===== src/hsie_pkg.sv =====
// Shared types, constants and the Exp-Golomb decode helper for the SPS id extractor.
// No dependencies; imported by hsie_core and hevc_sps_id_extractor.
`timescale 1ns / 1ps

package hsie_pkg;

  typedef struct packed {
    logic [7:0] nal_byte;
    logic       unit_start;
  } in_t;

  typedef struct packed {
    logic [3:0] sps_id;
    logic       malformed;
  } out_t;

  localparam logic [15:0] ProfMask      = 16'hAAA8;
  localparam logic [15:0] LevMask       = 16'h5554;
  localparam logic [6:0]  IdxMax        = 7'd127;
  localparam logic [6:0]  NoSubIdIndex  = 7'd15;
  localparam logic [6:0]  FlagsEndIndex = 7'd17;
  localparam logic [6:0]  SubLayerIndex = 7'd2;
  localparam logic [6:0]  FlagHiIndex   = 7'd15;
  localparam logic [6:0]  FlagLoIndex   = 7'd16;
  localparam logic [6:0]  ProfSkip      = 7'd11;
  localparam logic [7:0]  EpbByte       = 8'h03;
  localparam logic [1:0]  ZeroRunMax    = 2'd2;

  // Decodes an unsigned Exp-Golomb code from the top of one byte. A code with
  // four leading zeros takes its last info bit from the next byte as zero.
  function automatic out_t decode_ue(input logic [7:0] b);
    out_t       r;
    logic [4:0] v;
    v = 5'd0;
    r.malformed = 1'b0;
    if (b[7]) begin
      v = 5'd0;
    end else if (b[6]) begin
      v = 5'd1 + {4'd0, b[5]};
    end else if (b[5]) begin
      v = 5'd3 + {3'd0, b[4:3]};
    end else if (b[4]) begin
      v = 5'd7 + {2'd0, b[3:1]};
    end else if (b[3]) begin
      v = 5'd15 + {1'b0, b[2:0], 1'b0};
    end else begin
      r.malformed = 1'b1;
    end
    if (v > 5'd15) begin
      r.malformed = 1'b1;
    end
    r.sps_id = r.malformed ? 4'd0 : v[3:0];
    return r;
  endfunction

endpackage


===== src/hsie_core.sv =====
// Per-byte SPS parse state: emulation byte removal, payload counting, flag
// popcount and id decode. Depends on hsie_pkg.
`timescale 1ns / 1ps

module hsie_core (
  input  logic          clk_i,
  input  logic          rst_ni,
  input  logic          fire_i,
  input  hsie_pkg::in_t word_i,
  output logic          produced_o,
  output hsie_pkg::out_t result_o
);
  import hsie_pkg::*;

  logic [6:0] idx_q, idx_d;
  logic [1:0] zh_q, zh_d;
  logic [2:0] sub_q, sub_d;
  logic [7:0] hi_q, hi_d;
  logic [6:0] idb_q, idb_d;
  logic       fin_q, fin_d;

  logic [6:0] idx_e, idb_e;
  logic [1:0] zh_e;
  logic [2:0] sub_e;
  logic [7:0] hi_e;
  logic       fin_e;
  logic       is_epb;
  logic [15:0] flags;
  logic [2:0] prof, lev;
  logic [7:0] b;

  always_comb begin
    b      = word_i.nal_byte;
    // A unit start restarts the parse before this byte is looked at.
    idx_e  = word_i.unit_start ? 7'd0 : idx_q;
    zh_e   = word_i.unit_start ? 2'd0 : zh_q;
    sub_e  = word_i.unit_start ? 3'd0 : sub_q;
    hi_e   = word_i.unit_start ? 8'd0 : hi_q;
    idb_e  = word_i.unit_start ? NoSubIdIndex : idb_q;
    fin_e  = word_i.unit_start ? 1'b0 : fin_q;

    is_epb = (b == EpbByte) && (zh_e == ZeroRunMax);
    if (b == 8'd0) begin
      zh_d = (zh_e == ZeroRunMax) ? ZeroRunMax : zh_e + 2'd1;
    end else begin
      zh_d = 2'd0;
    end

    flags = {hi_e, b};
    prof  = 3'($countones(flags & ProfMask));
    lev   = 3'($countones(flags & LevMask));

    idx_d      = idx_e;
    sub_d      = sub_e;
    hi_d       = hi_e;
    idb_d      = idb_e;
    fin_d      = fin_e;
    produced_o = 1'b0;
    result_o   = decode_ue(b);

    if (!(is_epb || fin_e)) begin
      if (idx_e == SubLayerIndex) begin
        sub_d = b[3:1];
        idb_d = (b[3:1] != 3'd0) ? FlagsEndIndex : NoSubIdIndex;
      end
      if (sub_d != 3'd0 && idx_e == FlagHiIndex) begin
        hi_d = b;
      end
      if (sub_d != 3'd0 && idx_e == FlagLoIndex) begin
        idb_d = FlagsEndIndex + ProfSkip * {4'd0, prof} + {4'd0, lev};
      end
      if (idx_e == idb_d) begin
        produced_o = 1'b1;
        fin_d      = 1'b1;
      end
      if (idx_e < IdxMax) begin
        idx_d = idx_e + 7'd1;
      end
    end
  end

  always_ff @(posedge clk_i or negedge rst_ni) begin
    if (!rst_ni) begin
      idx_q <= 7'd0;
      zh_q  <= 2'd0;
      sub_q <= 3'd0;
      hi_q  <= 8'd0;
      idb_q <= NoSubIdIndex;
      fin_q <= 1'b1;
    end else if (fire_i) begin
      idx_q <= idx_d;
      zh_q  <= zh_d;
      sub_q <= sub_d;
      hi_q  <= hi_d;
      idb_q <= idb_d;
      fin_q <= fin_d;
    end
  end

endmodule


===== src/hevc_sps_id_extractor.sv =====
// Top level of the H.265 SPS id extractor: input register, parse core and
// output register. Depends on hsie_pkg and hsie_core.
`timescale 1ns / 1ps

// Feed the raw bytes of a NAL unit one word at a time, with unit_start on the
// first byte; emulation prevention bytes are removed inside. The block takes
// one word per cycle with no bubbles while the output is not stalled. The byte
// that carries the Exp-Golomb id is registered in the input register and its
// result word in the result register, at most one per unit. The parse update
// between the input register and the result register sets this rate. Bytes
// after the id, or before any unit start, are consumed silently. Output stall
// backs up into the input register and then into in_stall_o.
module hevc_sps_id_extractor (
  input  logic           clk_i,
  input  logic           rst_ni,
  input  logic           in_valid_i,
  output logic           in_stall_o,
  input  hsie_pkg::in_t  in_data_i,
  output logic           out_valid_o,
  input  logic           out_stall_i,
  output hsie_pkg::out_t out_data_o
);
  import hsie_pkg::*;

  logic  in_valid_q;
  in_t   in_word_q;
  logic  out_valid_q;
  out_t  out_word_q;
  logic  fire;
  logic  produced;
  out_t  result;

  // The parse stage advances when the result register is empty or draining.
  assign fire       = in_valid_q && (!out_valid_q || !out_stall_i);
  assign in_stall_o = in_valid_q && !fire;

  hsie_core u_core (
    .clk_i      (clk_i),
    .rst_ni     (rst_ni),
    .fire_i     (fire),
    .word_i     (in_word_q),
    .produced_o (produced),
    .result_o   (result)
  );

  always_ff @(posedge clk_i or negedge rst_ni) begin
    if (!rst_ni) begin
      in_valid_q  <= 1'b0;
      out_valid_q <= 1'b0;
    end else begin
      if (!in_stall_o) begin
        in_valid_q <= in_valid_i;
      end
      if (fire) begin
        out_valid_q <= produced;
      end else if (!out_stall_i) begin
        out_valid_q <= 1'b0;
      end
    end
  end

  always_ff @(posedge clk_i) begin
    if (!in_stall_o && in_valid_i) begin
      in_word_q <= in_data_i;
    end
    if (fire && produced) begin
      out_word_q <= result;
    end
  end

  assign out_valid_o = out_valid_q;
  assign out_data_o  = out_word_q;

endmodule


===== config.mk =====
export PLATFORM = sky130hd
export DESIGN_NAME = hevc_sps_id_extractor
export DESIGN_NICKNAME = d
export VERILOG_FILES = /design/src/hsie_pkg.sv /design/src/hsie_core.sv /design/src/hevc_sps_id_extractor.sv
export SDC_FILE = /design/constraint.sdc
export NUM_CORES = 1
export LEC_CHECK = 0
export ABC_AREA = 1
export BUFFER_PORTS_ARGS = -buffer_cell sky130_fd_sc_hd__buf_2
export CORE_UTILIZATION = 50
export CTS_CLUSTER_SIZE = 16
export DETAILED_ROUTE_END_ITERATION = 8
export PLACE_DENSITY = 0.68
export SYNTH_ARGS = -nofsm -noshare
export SYNTH_HDL_FRONTEND = slang
export SYNTH_SLANG_ARGS = --single-unit
export TNS_END_PERCENT = 10

===== constraint.sdc =====
create_clock -name clk_i -period 6.9 [get_ports clk_i]
set_input_delay 0.345 -clock clk_i [delete_from_list [all_inputs] [get_ports clk_i]]
set_output_delay 0.345 -clock clk_i [all_outputs]
set_load 0.01 [all_outputs]

After elaboration in Yosys (flattened, before gate mapping)
Index checks and enable logic that the tools add are counted.

word-level totals
  bits in registers = 44
  input bits = 13
  output and inout port bits = 7
  word-level logic and storage cells = 95

cells by class
  add/sub/neg operators = 20
  multiply operators = 1
  order comparisons = 2
  equal/unequal tests = 7
  muxes and demuxes = 37
  reduce and logical (&&, ||, !) cells = 16

operators by type and width
  cell                                                 count
  two-way mux 7 bit                                    8
  two-way mux 5 bit                                    6
  two-way mux 8 bit                                    3
  two-way mux 1 bit                                    13
  adder 1 x 1 -> 2 bit                                 6
  adder 3 bit                                          4
  two-way mux 3 bit                                    4
  equality test 8 x 2 -> 1 bit, second input constant  1
  logical NOT 8 bit                                    1
  adder 5 x 7 -> 7 bit, first input constant           1
  adder 7 x 1 -> 7 bit, second input constant          1
  adder 7 x 3 -> 7 bit                                 1
  equality test 7 x 2 -> 1 bit, second input constant  1
  equality test 7 x 4 -> 1 bit, second input constant  1
  equality test 7 x 5 -> 1 bit, second input constant  1
  equality test 7 bit                                  1
  logical AND 1 bit                                    7
  less-than comparator 7 bit, second input constant    1
  multiplier 4 x 3 -> 7 bit, first input constant      1
  adder 1 x 3 -> 3 bit                                 2
  two-way mux 2 bit                                    3
  nonzero test 3 bit                                   2
  adder 4 x 4 -> 5 bit, first input constant           1
  > comparator 5 x 4 -> 1 bit, second input constant   1
  8 further kinds                                      12

Depth between registers and ports, before layout
  depth after elaboration = 13
  gate-level depth with buffers = 24
  mapped depth without buffers = 24

By module
A second synthesis with hierarchy kept.

second synthesis, totals
  cells, all modules = 428
  area total of the unflattened synthesis = 3,392.0 µm²

modules (own cells, without submodules)
  module                 instances  cells an instance  area an instance (µm²)
  hsie_core              1          399                2,870.3
  hevc_sps_id_extractor  1          29                 521.8

Worst setup path after synthesis
Ideal clock, no wire load.

  path kind = flip-flop to flip-flop
  start point = register in_word_q[0] (netlist name)
  end point = register out_word_q (netlist bit out_data_o[0]) (enable)
  setup time = 0.340 ns
  arrival = 4.814 ns
  path slack = 1.746 ns
  stages on the path, launching flop included = 23
  buffers on the path = 1
  clock period less this slack = 5.154 ns
  cells stage by stage = edfxtp_1 > clkbuf_1 > nor2_1 > ha_1 > fa_1 > ha_1 > fa_1 > xor2_1 > ha_1 > inv_1 > fa_1 > inv_1 > fa_1 > a21oi_1 > nor2_1 > nor2_1 > xor2_1 > nand3_2 > nand3_1 > inv_1 > nor2_1 > nand4_1 > nor2_1

on the way
  longest elaborated chain between the ends = 13
  elaborated cells between the ends (all ways) = 33
  classes of those cells = 10 x add/sub; 1 x mul; 4 x eq/ne; 13 x mux; 5 x reduce/logical

RTL lines
  element                                         RTL line                     RTL
  start: declaration                              hevc_sps_id_extractor.sv:26  in_t in_word_q;
  start signal: assignment                        hevc_sps_id_extractor.sv:64  in_word_q <= in_data_i;
  two-way mux 8 bit                               hsie_core.sv:38              hi_e = word_i.unit_start ? 8'd0 : hi_q;
  adder 1 x 1 -> 2 bit (implied by the code)      hsie_core.sv:50              prof = 3'($countones(flags & ProfMask));
  adder 3 bit (implied by the code) (2 in a row)  hsie_core.sv:50
  multiplier 4 x 3 -> 7 bit                       hsie_core.sv:70              idb_d = FlagsEndIndex + ProfSkip * {4'd0, prof} + {4'd0, lev};
  adder 5 x 7 -> 7 bit                            hsie_core.sv:70
  adder 7 x 3 -> 7 bit                            hsie_core.sv:70
  two-way mux 7 bit                               hsie_core.sv:69              if (sub_d != 3'd0 && idx_e == FlagLoIndex) begin
  two-way mux 7 bit                               hsie_core.sv:61              if (!(is_epb || fin_e)) begin
  equality test 7 bit                             hsie_core.sv:72              if (idx_e == idb_d) begin
  two-way mux 1 bit                               hsie_core.sv:72
  two-way mux 1 bit (*)                           hsie_core.sv:61
  logical AND 1 bit (*)                           hevc_sps_id_extractor.sv:66  if (fire && produced) begin
  end signal: assignment                          hevc_sps_id_extractor.sv:67  out_word_q <= result;
  end: declaration                                hevc_sps_id_extractor.sv:28  out_t out_word_q;

Mark *: on every way between the ends. The rest lies on a longest branch, timed or not. The select of a mux whose other input is x is not followed.
A chain may end at the register's enable or synchronous reset.

Final worst setup path
  start point = register in_word_q[0] (netlist name)
  end point = register out_word_q (netlist bit out_data_o[4]) (enable)

The elaborated chain is that of the path after synthesis.

==> results.toml <==
[timing]
fin_crit_ns = 5.57
worstMarginPinSlew_ns = 0.691
tns_ns = 0
setup_viol = 0
rsz0062_at_grt = "false"
post-route-period-util = 0.807
hold_slack_ns = 0.0805
timing.fmax_ghz = 0.180
skew_ns = 0.0135
finalHoldViolCount = 0
drv_slew = 0
setup_ws_ns = 1.33
relSlewSlack = 0.539

[detailed_routing]
drtIter0Drc = 178
vias = 2931
dr.pass1.iters = 6
via_per_inst = 5.54
wirelength_mm = 7.84
routedWlPerCell_um = 14.8
drc = 2
ant_nets = 0

[clock_tree]
clock_sinks = 44
clk_latency_ns = 0.30
cts_resized = 0
post_cts_buffers = 0
cts_buffers = 5
cts_tree = "done"
root_buffer = "clkbuf_8"
postCtsHoldBufs = 0
clk_path_buf_depth = 2
clkSlewWorstSetupHoldPaths_ns = 0.09
htreeDepth = 2

[synth]
async_reset_ff_frac = 0.682
synth-seq-area-share = 0.347
ys.flop_type = "dfrtp_1"
ys_warn_count = 0
synth_nets = 485
synth_seq_cells = 44
synth_cell_types = 40
synth_edf_count = 14
synth_area_um2 = 3390
syn_inst = 435
syn_avg_cell_area_um2 = 7.80

[critical_path]
critical_path.max_fanout = 15
reg2reg_slack_ns = 1.33
start_kind = "flip-flop"
cp_slowest_stage_delay_ns = 0.69
worstRegToRegCells = 21
r2r_start = "in_word_q[0]"
critPathSlowestCell = "edfxtp_1"
cpLargestDelayFamily = "adder cells"
cp.required_ns = 6.85
crit_path_end_kind = "flip-flop"
worst-path-buf-inv = 3
path_class = "flip-flop to flip-flop"
crit_path_cell_trace = "nor2_1, ha_1, fa_1, ha_1, fa_1, xor2_1, ha_1, inv_1, fa_1, inv_1, fa_1, a21oi_1, nor2_1, nor2_1, xor2_1, nand3_2, nand3_1, inv_1, nor2_1, nand4_1, nor2_1"
timing.critical_path.mode_cell = "nor2_1"
arrival_ns = 5.52
r2r-end = "out_data_o[4]"

[outcome]
status = "complete, but fails checks"
violations = "DRC"

[floorplanning]
ios = 20
fp.dieH_um = 84.4
die_w_um = 84.4
core_area_um2 = 6460
num_rows = 29
dieArea_um2 = 7120
initial_core_util = 0.525

[power]
peakVddDrop_uv = 120
p_clk_frac = 0.305
seqPwrFrac = 0.424
power_frac_comb = 0.270
p_int_uw = 490
p_sw_frac = 0.320
switchingPower_uw = 230
pwr_density_cell_nw_per_um2 = 196
p_leak_nw = 1.85
fin_total_pwr_uw = 720

[grt]
grt_pass1_vias = 2933
busiest_layer = "met2"
antenna_found_initial = 0
grtUsageMet3 = 0.0511
grt.overflow.total = 0
met2_usage = 0.408
grt_pass1_wl_mm = 13.3
grt_max_degree = 39
track_usage = 0.237
grt_use_met1 = 0.290

[cells_and_area]
regArea_um2 = 1180
num_antenna_cells = 0
multi_input_area_um2 = 1910
final_core_util = 0.569
area_growth_pct = 8.22
layout-drive-gt1-share = 0.108
nFillCells = 585
finish.instance_area_um2 = 3670
finalNonFillerCells = 529
final_nets = 501

[place]
place_congestion = 0.925
dp_cells = 521
port_buffers = 19
place_area_um2 = 3540
detailedPlace.worstSlack_ns = 1.37
dp_hpwl_mm = 5.95

[run]
drv_cap = 0

[min_path]
holdCritPathClass = "input pin to asynchronous set/reset pin"
cell usage after synthesis (2+ instances only):
| cell | count | share of area |
|---|---|---|
| a21oi_1 | 18 | 0.027 |
| a22o_1 | 2 | 0.0052 |
| clkbuf_1 | 8 | 0.0088 |
| dfrtp_1 | 25 | 0.18 |
| dfstp_2 | 5 | 0.039 |
| edfxtp_1 | 14 | 0.12 |
| fa_1 | 8 | 0.047 |
| ha_1 | 29 | 0.11 |
| inv_1 | 66 | 0.073 |
| inv_2 | 2 | 0.0022 |
| nand2_1 | 85 | 0.094 |
| nand2_2 | 4 | 0.0074 |
| nand3_1 | 32 | 0.047 |
| nand3_2 | 4 | 0.012 |
| nand3b_1 | 4 | 0.0088 |
| nand4_1 | 5 | 0.0092 |
| nor2_1 | 45 | 0.050 |
| nor3_1 | 5 | 0.0074 |
| nor4_1 | 3 | 0.0055 |
| o211ai_1 | 2 | 0.0044 |
| o21ai_0 | 28 | 0.041 |
| o22a_1 | 2 | 0.0052 |
| o22ai_1 | 12 | 0.022 |
| o31ai_1 | 2 | 0.0044 |
| xnor2_1 | 3 | 0.0077 |
| xor2_1 | 8 | 0.021 |
layout make-up:
cell class                 count  area share
clock buffer                   7      0.0266
clock inverter                 1     0.00818
inverter                      68      0.0695
multi-input combinational    311       0.519
sequential                    44       0.321
tap                           77      0.0262
timing repair buffer          21      0.0300
cells by family after synthesis:
family / synth area share
AND/OR/NAND/NOR: 0.258
XOR/XNOR: 0.0284
buffers and inverters: 0.0922
AO/OA/AOI/OAI: 0.121
flip-flops: 0.347
adder cells (fa/ha/maj): 0.154
power groups by stage:
stage / registers [mW] / logic (mW) / clock network, mW
finish: 0.306 / 0.195 / 0.220
global route: 0.307 / 0.223 / 0.233
CTS: 0.305 / 0.194 / 0.224
detailed placement: 0.311 / 0.192 / 0
global placement: 0.310 / 0.188 / 0
floorplan: 0.306 / 0.150 / 0
cell usage in the layout (no fill, tap or decap), drive strengths merged, types with 12 or more instances in the layout:
| master | instances |
|---|---|
| dfrtp | 25 |
| ha | 29 |
| nand2 | 90 |
| edfxtp | 14 |
| inv | 68 |
| nand3 | 36 |
| nor2 | 47 |
| buf | 21 |
| o21ai | 29 |
| o22ai | 12 |
| a21oi | 18 |
state kept, by name (all words and copies together), names as in the netlist, 2 cells and up:
name / count
in_word_q: 9
out_data_o: 5
u_core.hi_q: 8
u_core.idb_q: 7
u_core.idx_q: 7
u_core.sub_q: 3
u_core.zh_q: 2
how the worst max path moves through the flow:
stage	slack, ns	start	depth (start not counted)	endpoint
final	1.33	in_word_q[0]	21	out_data_o[4]
after floorplan	1.75	in_word_q[0]	22	out_data_o[0]
after detailed placement	1.37	in_word_q[0]	21	out_data_o[4]
after global placement	1.53	in_word_q[0]	21	out_data_o[0]
after CTS	1.35	in_word_q[0]	21	out_data_o[4]
after global routing	0.97	in_word_q[0]	21	out_data_o[0]
metal layers:
layer,share of wire,vias up
met5,0,-
met4,0.029,0
met3,0.049,22
met2,0.47,92
met1,0.45,1346
li1,-,1471
No activity file was read; power rests on OpenSTA's default activity.
